File: config.mk
export PLATFORM = sky130hd
export DESIGN_NAME = psq_back_flat
export DESIGN_NICKNAME = d
export VERILOG_FILES = /design/src/sv/polyline_stroke_quads_macros.svh /design/src/sv/psq_pkg.sv /design/src/sv/psq_ifs.sv /design/src/sv/psq_isqrt.sv /design/src/sv/psq_div.sv /design/src/sv/psq_back.sv /design/src/flat_wrapper.sv
export SDC_FILE = /design/constraint.sdc
export NUM_CORES = 2
export LEC_CHECK = 0
export BUFFER_PORTS_ARGS = -buffer_cell sky130_fd_sc_hd__buf_2
export CORE_MARGIN = 3
export CORE_UTILIZATION = 25
export DETAILED_ROUTE_END_ITERATION = 8
export PLACE_DENSITY_LB_ADDON = 0.2
export SLEW_MARGIN = 10
export SYNTH_ARGS = -nofsm -noshare
export SYNTH_HDL_FRONTEND = slang
export SYNTH_SLANG_ARGS = --single-unit
File: constraint.sdc
create_clock -name clk -period 9.7 [get_ports clk]
set_input_delay 0.485 -clock clk [delete_from_list [all_inputs] [get_ports clk]]
set_output_delay 0.485 -clock clk [all_outputs]
set_load 0.02 [all_outputs]
File: src/sv/polyline_stroke_quads_macros.svh
// ----------------------------------------------------------------------------
// polyline_stroke_quads assertion macros
// Shorthands for clocked, reset-qualified property checks.
// ----------------------------------------------------------------------------
`ifndef POLYLINE_STROKE_QUADS_MACROS_SVH
`define POLYLINE_STROKE_QUADS_MACROS_SVH

// same-cycle implication
`define PSQ_ASSERT_NOW(lbl, ante, cons, msg) \
    lbl: assert property (@(posedge clk) disable iff (!rst_n) (ante) |-> (cons)) \
        else $error(msg);

// next-cycle implication
`define PSQ_ASSERT_NEXT(lbl, ante, cons, msg) \
    lbl: assert property (@(posedge clk) disable iff (!rst_n) (ante) |=> (cons)) \
        else $error(msg);

`endif

File: src/sv/psq_pkg.sv
// ----------------------------------------------------------------------------
// psq_pkg
// Shared types, constants and the corner offset vector selection.
// ----------------------------------------------------------------------------
package psq_pkg;

    localparam int NORM_W      = 16;
    localparam int VEC_W       = 17;
    localparam int HW_W        = 16;
    localparam logic [HW_W-1:0] HW_RESET = 16'd128;
    localparam int QUEUE_DEPTH = 2;

    // front normal unit sizes
    localparam int F_SQ_IW = 62;
    localparam int F_DIV_DW = 46;
    localparam int F_DIV_VW = 32;
    localparam int F_DIV_QW = 16;

    // back offset unit sizes
    localparam int B_SQ_IW = 52;
    localparam int B_DIV_DW = 44;
    localparam int B_DIV_VW = 27;
    localparam int B_DIV_QW = 17;

    typedef struct packed {
        logic signed [VEC_W-1:0] x;
        logic signed [VEC_W-1:0] y;
    } vec_t;

    typedef struct packed {
        vec_t s1;
        vec_t s2;
        logic fin;
    } job_t;

    function automatic vec_t sum_vec(
        input logic signed [NORM_W-1:0] ax,
        input logic signed [NORM_W-1:0] ay,
        input logic                     pair,
        input logic signed [NORM_W-1:0] bx,
        input logic signed [NORM_W-1:0] by
    );
        vec_t v;
        v.x = VEC_W'(ax);
        v.y = VEC_W'(ay);
        if (pair) begin
            if ((ax == '0 && ay == '0) || (bx == '0 && by == '0)) begin
                v.x = '0;
                v.y = '0;
            end else begin
                v.x = VEC_W'(ax) + VEC_W'(bx);
                v.y = VEC_W'(ay) + VEC_W'(by);
            end
        end
        return v;
    endfunction

endpackage

File: src/sv/psq_ifs.sv


interface psq_quad_if #(parameter int COORD_WIDTH = 24);
    logic                          valid;
    logic                          ready;
    logic signed [COORD_WIDTH-1:0] corner0_x;
    logic signed [COORD_WIDTH-1:0] corner0_y;
    logic signed [COORD_WIDTH-1:0] corner1_x;
    logic signed [COORD_WIDTH-1:0] corner1_y;
    logic signed [COORD_WIDTH-1:0] corner2_x;
    logic signed [COORD_WIDTH-1:0] corner2_y;
    logic signed [COORD_WIDTH-1:0] corner3_x;
    logic signed [COORD_WIDTH-1:0] corner3_y;
    logic                          final_quad;
    logic                          degenerate;
    logic                          saturated;

    modport source (output valid, corner0_x, corner0_y, corner1_x, corner1_y,
                    corner2_x, corner2_y, corner3_x, corner3_y, final_quad,
                    degenerate, saturated, input ready);
    modport sink (input valid, corner0_x, corner0_y, corner1_x, corner1_y,
                  corner2_x, corner2_y, corner3_x, corner3_y, final_quad,
                  degenerate, saturated, output ready);
endinterface


File: src/sv/psq_isqrt.sv
// ----------------------------------------------------------------------------
// psq_isqrt
// Iterative floor square root, one root bit per cycle.
// ----------------------------------------------------------------------------
module psq_isqrt #(
    parameter int IW = 62
) (
    input  logic            clk,
    input  logic            rst_n,
    input  logic            start,
    input  logic [IW-1:0]   radicand,
    output logic            done,
    output logic [IW/2-1:0] root
);
    localparam int RW  = IW / 2;
    localparam int CNW = $clog2(RW + 1);

    logic           busy_reg;
    logic           done_reg;
    logic [CNW-1:0] cnt_reg;
    logic [IW-1:0]  sh_reg;
    logic [RW+1:0]  rem_reg;
    logic [RW-1:0]  root_reg;
    logic [RW+3:0]  cur;
    logic [RW+3:0]  trial;
    logic [RW+3:0]  diff;
    logic           ge;

    assign cur   = {rem_reg, sh_reg[IW-1 -: 2]};
    assign trial = {2'b00, root_reg, 2'b01};
    assign diff  = cur - trial;
    assign ge    = cur >= trial;

    always_ff @(posedge clk or negedge rst_n) begin
        if (!rst_n)
        begin
            busy_reg <= 1'b0;
            done_reg <= 1'b0;
            cnt_reg  <= '0;
        end
        else if (start)
        begin
            busy_reg <= 1'b1;
            done_reg <= 1'b0;
            cnt_reg  <= CNW'(RW);
        end
        else if (busy_reg)
        begin
            cnt_reg  <= cnt_reg - 1'b1;
            busy_reg <= cnt_reg != CNW'(1);
            done_reg <= cnt_reg == CNW'(1);
        end
        else
        begin
            done_reg <= 1'b0;
        end
    end

    always_ff @(posedge clk) begin
        if (start)
        begin
            sh_reg   <= radicand;
            rem_reg  <= '0;
            root_reg <= '0;
        end
        else if (busy_reg)
        begin
            sh_reg   <= {sh_reg[IW-3:0], 2'b00};
            rem_reg  <= ge ? diff[RW+1:0] : cur[RW+1:0];
            root_reg <= {root_reg[RW-2:0], ge};
        end
    end

    assign done = done_reg;
    assign root = root_reg;
endmodule

File: src/sv/psq_div.sv
// ----------------------------------------------------------------------------
// psq_div
// Restoring divider, one quotient bit per cycle; quotient must fit QW bits.
// ----------------------------------------------------------------------------
module psq_div #(
    parameter int DW = 46,
    parameter int VW = 32,
    parameter int QW = 16
) (
    input  logic          clk,
    input  logic          rst_n,
    input  logic          start,
    input  logic [DW-1:0] dividend,
    input  logic [VW-1:0] divisor,
    output logic          done,
    output logic [QW-1:0] quotient
);
    localparam int CNW = $clog2(QW + 1);

    logic           busy_reg;
    logic           done_reg;
    logic [CNW-1:0] cnt_reg;
    logic [VW-1:0]  rem_reg;
    logic [QW-1:0]  dsh_reg;
    logic [VW-1:0]  v_reg;
    logic [QW-1:0]  q_reg;
    logic [VW:0]    cur;
    logic [VW:0]    diff;
    logic           ge;

    assign cur  = {rem_reg, dsh_reg[QW-1]};
    assign diff = cur - {1'b0, v_reg};
    assign ge   = cur >= {1'b0, v_reg};

    always_ff @(posedge clk or negedge rst_n) begin
        if (!rst_n)
        begin
            busy_reg <= 1'b0;
            done_reg <= 1'b0;
            cnt_reg  <= '0;
        end
        else if (start)
        begin
            busy_reg <= 1'b1;
            done_reg <= 1'b0;
            cnt_reg  <= CNW'(QW);
        end
        else if (busy_reg)
        begin
            cnt_reg  <= cnt_reg - 1'b1;
            busy_reg <= cnt_reg != CNW'(1);
            done_reg <= cnt_reg == CNW'(1);
        end
        else
        begin
            done_reg <= 1'b0;
        end
    end

    always_ff @(posedge clk) begin
        if (start)
        begin
            rem_reg <= VW'(dividend >> QW);
            dsh_reg <= dividend[QW-1:0];
            v_reg   <= divisor;
            q_reg   <= '0;
        end
        else if (busy_reg)
        begin
            rem_reg <= ge ? diff[VW-1:0] : cur[VW-1:0];
            dsh_reg <= {dsh_reg[QW-2:0], 1'b0};
            q_reg   <= {q_reg[QW-2:0], ge};
        end
    end

    assign done     = done_reg;
    assign quotient = q_reg;
endmodule

File: src/sv/psq_back.sv
// ----------------------------------------------------------------------------
// psq_back
// Turns quad jobs into scaled offsets and saturated corners.
// ----------------------------------------------------------------------------
module psq_back #(
    parameter int COORD_WIDTH = 24
) (
    input  logic                     clk,
    input  logic                     rst_n,
    input  logic [15:0]              half_width,
    input  logic                     pop_valid,
    output logic                     pop_ready,
    input  logic [4*COORD_WIDTH-1:0] pop_pts,
    input  psq_pkg::job_t            pop_job,
    psq_quad_if.source               quad
);
    import psq_pkg::*;

    localparam int CW = COORD_WIDTH;
    localparam int OW = B_DIV_QW + 1;
    localparam int SW = ((CW > OW) ? CW : OW) + 1;
    localparam logic signed [SW-1:0] HI = {{(SW-CW+1){1'b0}}, {(CW-1){1'b1}}};
    localparam logic signed [SW-1:0] LO = ~HI;

    localparam logic [3:0] B_IDLE = 4'd0;
    localparam logic [3:0] B_PREP = 4'd1;
    localparam logic [3:0] B_SQ   = 4'd2;
    localparam logic [3:0] B_SUM  = 4'd3;
    localparam logic [3:0] B_ROOT = 4'd4;
    localparam logic [3:0] B_GOX  = 4'd5;
    localparam logic [3:0] B_DIVX = 4'd6;
    localparam logic [3:0] B_GOY  = 4'd7;
    localparam logic [3:0] B_DIVY = 4'd8;
    localparam logic [3:0] B_EMIT = 4'd9;

    function automatic logic [CW:0] clamp_add(
        input logic signed [CW-1:0] v,
        input logic signed [OW-1:0] o
    );
        logic signed [SW-1:0] c;
        c = SW'(v) + SW'(o);
        if (c > HI) return {1'b1, HI[CW-1:0]};
        if (c < LO) return {1'b1, LO[CW-1:0]};
        return {1'b0, c[CW-1:0]};
    endfunction

    logic [3:0]            state_reg, state_next;
    logic                  phase_reg;
    logic                  deg_reg;
    logic [15:0]           ux_reg, uy_reg;
    logic                  negx_reg, negy_reg;
    logic [30:0]           sqa_reg, sqb_reg;
    logic [31:0]           mx_reg, my_reg;
    logic [B_SQ_IW/2-1:0]  r_reg;
    logic signed [OW-1:0]  ox1_reg, oy1_reg, ox2_reg, oy2_reg;

    logic                       out_valid_reg;
    logic signed [CW-1:0]       c0x_reg, c0y_reg, c1x_reg, c1y_reg;
    logic signed [CW-1:0]       c2x_reg, c2y_reg, c3x_reg, c3y_reg;
    logic                       fin_reg, odeg_reg, sat_reg;

    vec_t                  vsel;
    logic [15:0]           magx, magy;
    logic                  vzero;
    logic                  sq_start, sq_done;
    logic [B_SQ_IW-1:0]    sq_in;
    logic [B_SQ_IW/2-1:0]  sq_root;
    logic                  div_start, div_done;
    logic [B_DIV_DW-1:0]   div_in;
    logic [B_DIV_QW-1:0]   div_q;
    logic signed [OW-1:0]  div_off;
    logic                  room, load;
    logic signed [CW-1:0]  x0, y0, x1, y1;
    logic [CW:0]           k0x, k0y, k1x, k1y, k2x, k2y, k3x, k3y;

    assign vsel  = phase_reg ? pop_job.s2 : pop_job.s1;
    assign magx  = vsel.x[VEC_W-1] ? 16'(-vsel.x) : 16'(vsel.x);
    assign magy  = vsel.y[VEC_W-1] ? 16'(-vsel.y) : 16'(vsel.y);
    assign vzero = (vsel.x == '0) && (vsel.y == '0);

    assign sq_start  = state_reg == B_SUM;
    assign sq_in     = {{1'b0, sqa_reg} + {1'b0, sqb_reg}, 20'b0};
    assign div_start = (state_reg == B_GOX) || (state_reg == B_GOY);
    assign div_in    = B_DIV_DW'({(state_reg == B_GOX) ? mx_reg : my_reg, 11'b0})
                     + B_DIV_DW'(r_reg);
    assign div_off   = ((state_reg == B_DIVX) ? negx_reg : negy_reg)
                     ? -$signed({1'b0, div_q}) : $signed({1'b0, div_q});

    psq_isqrt #(.IW(B_SQ_IW)) u_isqrt (
        .clk      (clk),
        .rst_n    (rst_n),
        .start    (sq_start),
        .radicand (sq_in),
        .done     (sq_done),
        .root     (sq_root)
    );

    psq_div #(.DW(B_DIV_DW), .VW(B_DIV_VW), .QW(B_DIV_QW)) u_div (
        .clk      (clk),
        .rst_n    (rst_n),
        .start    (div_start),
        .dividend (div_in),
        .divisor  ({r_reg, 1'b0}),
        .done     (div_done),
        .quotient (div_q)
    );

    assign x0 = pop_pts[4*CW-1 -: CW];
    assign y0 = pop_pts[3*CW-1 -: CW];
    assign x1 = pop_pts[2*CW-1 -: CW];
    assign y1 = pop_pts[CW-1 -: CW];

    assign k0x = clamp_add(x0, ox1_reg);
    assign k0y = clamp_add(y0, oy1_reg);
    assign k1x = clamp_add(x0, -ox1_reg);
    assign k1y = clamp_add(y0, -oy1_reg);
    assign k2x = clamp_add(x1, -ox2_reg);
    assign k2y = clamp_add(y1, -oy2_reg);
    assign k3x = clamp_add(x1, ox2_reg);
    assign k3y = clamp_add(y1, oy2_reg);

    assign room      = !out_valid_reg || quad.ready;
    assign load      = (state_reg == B_EMIT) && room;
    assign pop_ready = load;

    always_comb begin
        state_next = state_reg;
        case (state_reg)
            B_IDLE: if (pop_valid) state_next = B_PREP;
            B_PREP:
            begin
                if (!vzero) state_next = B_SQ;
                else state_next = phase_reg ? B_EMIT : B_PREP;
            end
            B_SQ:   state_next = B_SUM;
            B_SUM:  state_next = B_ROOT;
            B_ROOT: if (sq_done) state_next = B_GOX;
            B_GOX:  state_next = B_DIVX;
            B_DIVX: if (div_done) state_next = B_GOY;
            B_GOY:  state_next = B_DIVY;
            B_DIVY: if (div_done) state_next = phase_reg ? B_EMIT : B_PREP;
            B_EMIT: if (room) state_next = B_IDLE;
            default: state_next = B_IDLE;
        endcase
    end

    always_ff @(posedge clk or negedge rst_n) begin
        if (!rst_n)
        begin
            state_reg     <= B_IDLE;
            phase_reg     <= 1'b0;
            out_valid_reg <= 1'b0;
        end
        else
        begin
            state_reg <= state_next;
            if (state_reg == B_IDLE) phase_reg <= 1'b0;
            if ((state_reg == B_PREP) && vzero) phase_reg <= 1'b1;
            if ((state_reg == B_DIVY) && div_done) phase_reg <= 1'b1;
            if (load) out_valid_reg <= 1'b1;
            else if (quad.ready) out_valid_reg <= 1'b0;
        end
    end

    always_ff @(posedge clk) begin
        if (state_reg == B_IDLE) deg_reg <= 1'b0;
        if (state_reg == B_PREP)
        begin
            ux_reg   <= magx;
            uy_reg   <= magy;
            negx_reg <= vsel.x[VEC_W-1];
            negy_reg <= vsel.y[VEC_W-1];
            if (vzero)
            begin
                deg_reg <= 1'b1;
                if (phase_reg)
                begin
                    ox2_reg <= '0;
                    oy2_reg <= '0;
                end
                else
                begin
                    ox1_reg <= '0;
                    oy1_reg <= '0;
                end
            end
        end
        if (state_reg == B_SQ)
        begin
            sqa_reg <= 31'(ux_reg * ux_reg);
            sqb_reg <= 31'(uy_reg * uy_reg);
            mx_reg  <= ux_reg * half_width;
            my_reg  <= uy_reg * half_width;
        end
        if ((state_reg == B_ROOT) && sq_done) r_reg <= sq_root;
        if ((state_reg == B_DIVX) && div_done)
        begin
            if (phase_reg) ox2_reg <= div_off;
            else ox1_reg <= div_off;
        end
        if ((state_reg == B_DIVY) && div_done)
        begin
            if (phase_reg) oy2_reg <= div_off;
            else oy1_reg <= div_off;
        end
        if (load)
        begin
            c0x_reg  <= k0x[CW-1:0];
            c0y_reg  <= k0y[CW-1:0];
            c1x_reg  <= k1x[CW-1:0];
            c1y_reg  <= k1y[CW-1:0];
            c2x_reg  <= k2x[CW-1:0];
            c2y_reg  <= k2y[CW-1:0];
            c3x_reg  <= k3x[CW-1:0];
            c3y_reg  <= k3y[CW-1:0];
            fin_reg  <= pop_job.fin;
            odeg_reg <= deg_reg;
            sat_reg  <= k0x[CW] | k0y[CW] | k1x[CW] | k1y[CW]
                      | k2x[CW] | k2y[CW] | k3x[CW] | k3y[CW];
        end
    end

    assign quad.valid      = out_valid_reg;
    assign quad.corner0_x  = c0x_reg;
    assign quad.corner0_y  = c0y_reg;
    assign quad.corner1_x  = c1x_reg;
    assign quad.corner1_y  = c1y_reg;
    assign quad.corner2_x  = c2x_reg;
    assign quad.corner2_y  = c2y_reg;
    assign quad.corner3_x  = c3x_reg;
    assign quad.corner3_y  = c3y_reg;
    assign quad.final_quad = fin_reg;
    assign quad.degenerate = odeg_reg;
    assign quad.saturated  = sat_reg;
endmodule

File: src/flat_wrapper.sv
// flat-port wrapper written by rule: the top's interface ports become plain ports
module psq_back_flat import psq_pkg::*;
#(
    parameter int COORD_WIDTH = 24
)
  (clk, rst_n, half_width, pop_valid, pop_ready, pop_pts, pop_job, quad_valid, quad_corner0_x, quad_corner0_y, quad_corner1_x, quad_corner1_y, quad_corner2_x, quad_corner2_y, quad_corner3_x, quad_corner3_y, quad_final_quad, quad_degenerate, quad_saturated, quad_ready);
  psq_quad_if #(.COORD_WIDTH(COORD_WIDTH)) quad_i ();
  input  logic clk;
  input  logic rst_n;
  input  logic [15:0] half_width;
  input  logic pop_valid;
  output logic pop_ready;
  input  logic [4*COORD_WIDTH-1:0] pop_pts;
  input  psq_pkg::job_t pop_job;
  output wire logic [$bits(quad_i.valid)-1:0] quad_valid;
  output wire logic [$bits(quad_i.corner0_x)-1:0] quad_corner0_x;
  output wire logic [$bits(quad_i.corner0_y)-1:0] quad_corner0_y;
  output wire logic [$bits(quad_i.corner1_x)-1:0] quad_corner1_x;
  output wire logic [$bits(quad_i.corner1_y)-1:0] quad_corner1_y;
  output wire logic [$bits(quad_i.corner2_x)-1:0] quad_corner2_x;
  output wire logic [$bits(quad_i.corner2_y)-1:0] quad_corner2_y;
  output wire logic [$bits(quad_i.corner3_x)-1:0] quad_corner3_x;
  output wire logic [$bits(quad_i.corner3_y)-1:0] quad_corner3_y;
  output wire logic [$bits(quad_i.final_quad)-1:0] quad_final_quad;
  output wire logic [$bits(quad_i.degenerate)-1:0] quad_degenerate;
  output wire logic [$bits(quad_i.saturated)-1:0] quad_saturated;
  input wire logic [$bits(quad_i.ready)-1:0] quad_ready;
  assign quad_valid = quad_i.valid;
  assign quad_corner0_x = quad_i.corner0_x;
  assign quad_corner0_y = quad_i.corner0_y;
  assign quad_corner1_x = quad_i.corner1_x;
  assign quad_corner1_y = quad_i.corner1_y;
  assign quad_corner2_x = quad_i.corner2_x;
  assign quad_corner2_y = quad_i.corner2_y;
  assign quad_corner3_x = quad_i.corner3_x;
  assign quad_corner3_y = quad_i.corner3_y;
  assign quad_final_quad = quad_i.final_quad;
  assign quad_degenerate = quad_i.degenerate;
  assign quad_saturated = quad_i.saturated;
  assign quad_i.ready = quad_ready;
  psq_back #(.COORD_WIDTH(COORD_WIDTH)) u_core (.clk(clk), .rst_n(rst_n), .half_width(half_width), .pop_valid(pop_valid), .pop_ready(pop_ready), .pop_pts(pop_pts), .pop_job(pop_job), .quad(quad_i));
endmodule
==> results list <==
* H-tree levels: 3
* Cell Area, Synth: 71100 sq um
- Maximum clock insertion buffer count: 3
- The routed layout has 53200 vias.
- Required time of the critical path: roughly 10 ns
* Main synth FF type: sky130_fd_sc_hd__edfxtp_1
- Measured slew at the worst slew-check pin: approximately 1.2 ns
- In this run, CTS created clock tree buffers numbering 85.
* Critical Path Max Stage Delay: 0.75 ns
* CTS tree: yes
- The total overflow left after global routing is 0.
* Capturing point of the worst reg2reg path: u_core.mx_reg[31]
- Worst setup path end: u_core.mx_reg[31]
- Number of antenna violations at the first check in global routing: 37
- Compared with the post-synthesis result, the final layout area differs by 13.1%.
- The synthesized design contains 553 enable-type register cells.
* Mux cell area share after synthesis: roughly 1.8%
- Summing the areas of all xor and xnor instances in the mapped netlist gives 6.02% of the synthesized area.
* Count of filler cells inserted in the layout: around 30000
- Routed Wire Length: 224 mm
* WL per Instance: 19.3 um
- The critical path is of the register to register type.
- The count of cells in the finished layout, fillers not included, comes to 11600.
- STA classifies the critical path startpoint as a register.
- The congestion estimate from routability-driven global placement came to 0.862.
- After the last flow step, the layout net total stands at 9400.
- Cell with the most instances on the worst path: sky130_fd_sc_hd__fa_1
- Number of endpoints with negative hold slack in the final report: 0
- After detailed routing, the number of remaining DRC violations is 0.
- The clock reaches the later pin of the worst-skew pair after 0.71 ns.
- PostCTS Resize Cnt: 0
- Gate count after technology mapping: 7506
- Endpoint kind of the worst setup timing path: register
* Final total negative setup slack: 0 ns
* Design area: 80400 sq um
- The clock period could shrink to 7.58 ns.
- The first global-routing pass estimated 343 mm of wire.
* Async set-or-reset flop fraction in the synthesized netlist: 3.10%
- R2R cell count: 23
- The initial utilization of the core area, before any placement, comes to 25.2%.
- Placeable core area: ~280000 sq um
- The synthesized netlist devotes roughly an eighth of its cell area to simple gates.
- After legalization and detailed placement, the total HPWL measured 181 mm.
- The number of global-route vias before repair came to 55100.
- For this design, the sink count on the clock tree is between 600 and 700.
- The die is 539 um wide.
* Fraction of final layout cells sized beyond drive strength 1: 8.94%
- Across the routed clock network, the largest skew measured is around 0.032 ns.
- Setup slack of the worst register-to-register path: 2.12 ns
- Summing the areas of all compound-gate instances in the mapped netlist gives around an eighth of the synthesized area.
* Number of buffers added on ports: 381
- In the routed layout, each cell is associated on average with a via count of 4.58.
* Critical path, cell by cell: buf_4 -> nand2_1 -> fa_1 -> fa_1 -> inv_1 -> fa_1 -> inv_1 -> fa_1 -> inv_1 -> fa_1 -> fa_1 -> ha_1 -> a2111oi_0 -> nand2_1 -> o41ai_2 -> a21oi_1 -> o211a_1 -> o21a_1 -> o21ai_1 -> a21oi_1 -> a21o_1 -> a31oi_1 -> xnor2_1
- The worst-case IR drop observed on VDD is roughly 0.00023 V.
* CTS root buf: sky130_fd_sc_hd__clkbuf_16
* Syn_nets: 9117
- Global routing used 15.3% of the available tracks across all layers.
- Max Fclk: 0.132 GHz
- Crit path from: u_core.ux_reg[7]
- Measured along the y axis, the die boundary spans 539 um.
* Main combinational cell family by area after synthesis: adder cells
- The run finished with clean final reports.
- DIE AREA: just under 300000 sq um
* Number of rows in the core area: 195
- In this run, the number of DRC markers left after iteration 0 of detailed routing was 2738.
* Cell count after placement: roughly 11000
- For the worst setup path, the data arrival time is 8.01 ns.
- Power per Cell Area: 137 nW/um^2
* Headroom to the max-slew limit: 23.3%
- Lkg Pwr: 36.4 nW
- Synth unique cells: 104
- Average size of a mapped cell: 9.48 sq um
* Adder-cell area share of the yosys netlist: about a third
* Clock-pin transition on the worst setup and hold timing paths: ~0.06 ns
* Cell with the largest stage delay on the worst path: sky130_fd_sc_hd__edfxtp_1
* RSZ-0062 raised after global routing: false
* Number of iterations in the first detailed-routing pass: 8
- After detailed placement, the total cell area comes to 77300 sq um.
- Reg2reg start: u_core.ux_reg[7]
- Dividing the final minimum period by the clock period gives approximately four fifths.
- Setup violations remaining at the end of the flow were counted as 0.
- Worst min-delay path category: input pin to register
* Maximum Capacitance Violations: 0
- The detail route stage leaves a number of antenna-violating nets equal to 0.
* Portion of the post-synthesis area used by sequential elements: 26.1%
- Number of max-slew violations in the final report: 0
- Critical path fanouts, max: 15
- Synthesized flop and latch total: 645
- Number of primary I/O pins: 382
- Largest net degree at the start of global routing: roughly 110
* Number of synthesis warnings: 0
## per-stage QoR
| step | worst slack, ns | total power, mW | hold slack (ns) | util, % |
|---|---|---|---|---|
| global route | 1.58 | 11.7 | 0.161 | 28.4 |
| global placement | 2.13 | 7.57 | 0.437 | 27.3 |
| floorplan | 2.96 | 6.20 | 0.189 | - |
| finish | 2.12 | 11.0 | 0.170 | 28.4 |
| detailed placement | 1.96 | 7.59 | 0.439 | 27.3 |
| CTS | 2.00 | 11.2 | 0.0922 | 28.4 |
## cell usage after synthesis (39+ instances only)
master	count	area share (%)
sky130_fd_sc_hd__ha_1	698	12
sky130_fd_sc_hd__nor2b_1	63	0.55
sky130_fd_sc_hd__o21a_1	56	0.59
sky130_fd_sc_hd__and2_1	310	2.7
sky130_fd_sc_hd__xnor2_1	287	3.5
sky130_fd_sc_hd__a21o_1	164	1.7
sky130_fd_sc_hd__o21ai_0	392	2.8
sky130_fd_sc_hd__and3_1	39	0.34
sky130_fd_sc_hd__o21ai_1	39	0.27
sky130_fd_sc_hd__xor2_1	202	2.5
sky130_fd_sc_hd__nor2_1	354	1.9
sky130_fd_sc_hd__fa_1	728	20
sky130_fd_sc_hd__dfxtp_1	72	2.0
sky130_fd_sc_hd__clkbuf_1	217	1.1
sky130_fd_sc_hd__a21oi_1	399	2.8
sky130_fd_sc_hd__nand3_1	74	0.52
sky130_fd_sc_hd__inv_1	1116	5.9
sky130_fd_sc_hd__nand2b_1	87	0.77
sky130_fd_sc_hd__mux2i_1	116	1.6
sky130_fd_sc_hd__nand2_1	844	4.5
sky130_fd_sc_hd__edfxtp_1	553	23
sky130_fd_sc_hd__nor3_1	96	0.68
sky130_fd_sc_hd__o21bai_1	54	0.57
## cell type report
type	count	area (sq um)	area share, %
inverter	1119	4200	5.22
sequential	645	18600	23.1
timing repair buffer	463	2540	3.16
tap	3743	4680	5.82
clock buffer	102	2320	2.88
multi-input combinational	5475	47400	58.9
antenna	14	35.0	0.0436
clock inverter	56	731	0.908
## routing by layer
metal  part of all wire (%)  routed length (um)  vias to the layer above  global-route usage (%)
li1                       -                   -                    25600                       -
met2                     49              111000                     1051                    26.9
met1                     44               98900                    26400                    19.7
met3                    4.3                9530                      227                    1.97
met4                    2.3                5090                       16                    3.77
met5                  0.048                 108                        -                       0
## cells in the final DEF (no fill, tap or decap), types with 28 or more instances in the layout
| master | Yosys | layout |
|---|---|---|
| sky130_fd_sc_hd__inv_1 | 1116 | 1116 |
| sky130_fd_sc_hd__nand2_1 | 844 | 843 |
| sky130_fd_sc_hd__fa_1 | 728 | 728 |
| sky130_fd_sc_hd__ha_1 | 698 | 698 |
| sky130_fd_sc_hd__edfxtp_1 | 553 | 553 |
| sky130_fd_sc_hd__a21oi_1 | 399 | 399 |
| sky130_fd_sc_hd__o21ai_0 | 392 | 392 |
| sky130_fd_sc_hd__buf_2 | 25 | 381 |
| sky130_fd_sc_hd__nor2_1 | 354 | 352 |
| sky130_fd_sc_hd__and2_1 | 310 | 310 |
| sky130_fd_sc_hd__xnor2_1 | 287 | 287 |
| sky130_fd_sc_hd__xor2_1 | 202 | 202 |
| sky130_fd_sc_hd__a21o_1 | 164 | 164 |
| sky130_fd_sc_hd__mux2i_1 | 116 | 114 |
| sky130_fd_sc_hd__nor3_1 | 96 | 93 |
| sky130_fd_sc_hd__clkbuf_16 | 0 | 91 |
| sky130_fd_sc_hd__nand2b_1 | 87 | 86 |
| sky130_fd_sc_hd__buf_4 | 10 | 79 |
| sky130_fd_sc_hd__nand3_1 | 74 | 73 |
| sky130_fd_sc_hd__dfxtp_1 | 72 | 72 |
| sky130_fd_sc_hd__nor2b_1 | 63 | 63 |
| sky130_fd_sc_hd__o21a_1 | 56 | 56 |
| sky130_fd_sc_hd__o21bai_1 | 54 | 54 |
| sky130_fd_sc_hd__and3_1 | 39 | 39 |
| sky130_fd_sc_hd__o21ai_1 | 39 | 39 |
| sky130_fd_sc_hd__o31ai_1 | 35 | 35 |
| sky130_fd_sc_hd__a211oi_1 | 32 | 32 |
| sky130_fd_sc_hd__a31oi_1 | 29 | 28 |
## worst min-delay path by stage
| stage | slack [ns] | startpoint | cells past startpoint | endpoint |
|---|---|---|---|---|
| after floorplan | 0.19 | rst_n | 0 | u_core.phase_reg |
| after global placement | 0.44 | u_core.r_reg[10] | 0 | u_core.u_div.v_reg[11] |
| after detailed placement | 0.44 | u_core.r_reg[10] | 0 | u_core.u_div.v_reg[11] |
| after CTS | 0.09 | pop_job[35] | 3 | u_core.uy_reg[0] |
| after global routing | 0.16 | pop_job[1] | 3 | u_core.uy_reg[0] |
| final | 0.17 | pop_job[35] | 3 | u_core.uy_reg[0] |
## critical path: cells and delay by family (launching register included)
family,cells,cell delay [ns]
adder cells (fa/ha/maj),7,3.42
AO/OA/AOI/OAI,9,2.27
flip-flops,1,0.75
buffers and inverters,4,0.54
AND/OR/NAND/NOR,2,0.26
XOR/XNOR,1,0.09
## where the power goes
group	internal, mW	switching (mW)	total [mW]
sequential	3.20	0.0000000000000000108	3.20
combinational	1.65	2.64	4.30
clock	2.12	1.38	3.49
total	6.97	4.02	11.0
## timing repair
item	in CTS	in global routing
hold buffers	2	0
hold endpoints to repair	21	0
setup buffers	0	0
## cells by family (layout without fill, tap and decap cells)
| logic type | Yosys count | count (layout) |
|---|---|---|
| AOI/OAI and AO/OA | 1405 | 1405 |
| adders and majority gates | 1436 | 1436 |
| xor gates and xnor gates | 489 | 489 |
| DFF | 645 | 645 |
| other | 0 | 14 |
| and+or+nand+nor | 2016 | 2016 |
| muxes | 129 | 129 |
| buffers and inverters | 1386 | 1740 |
No activity file was read; power rests on OpenSTA's default activity.
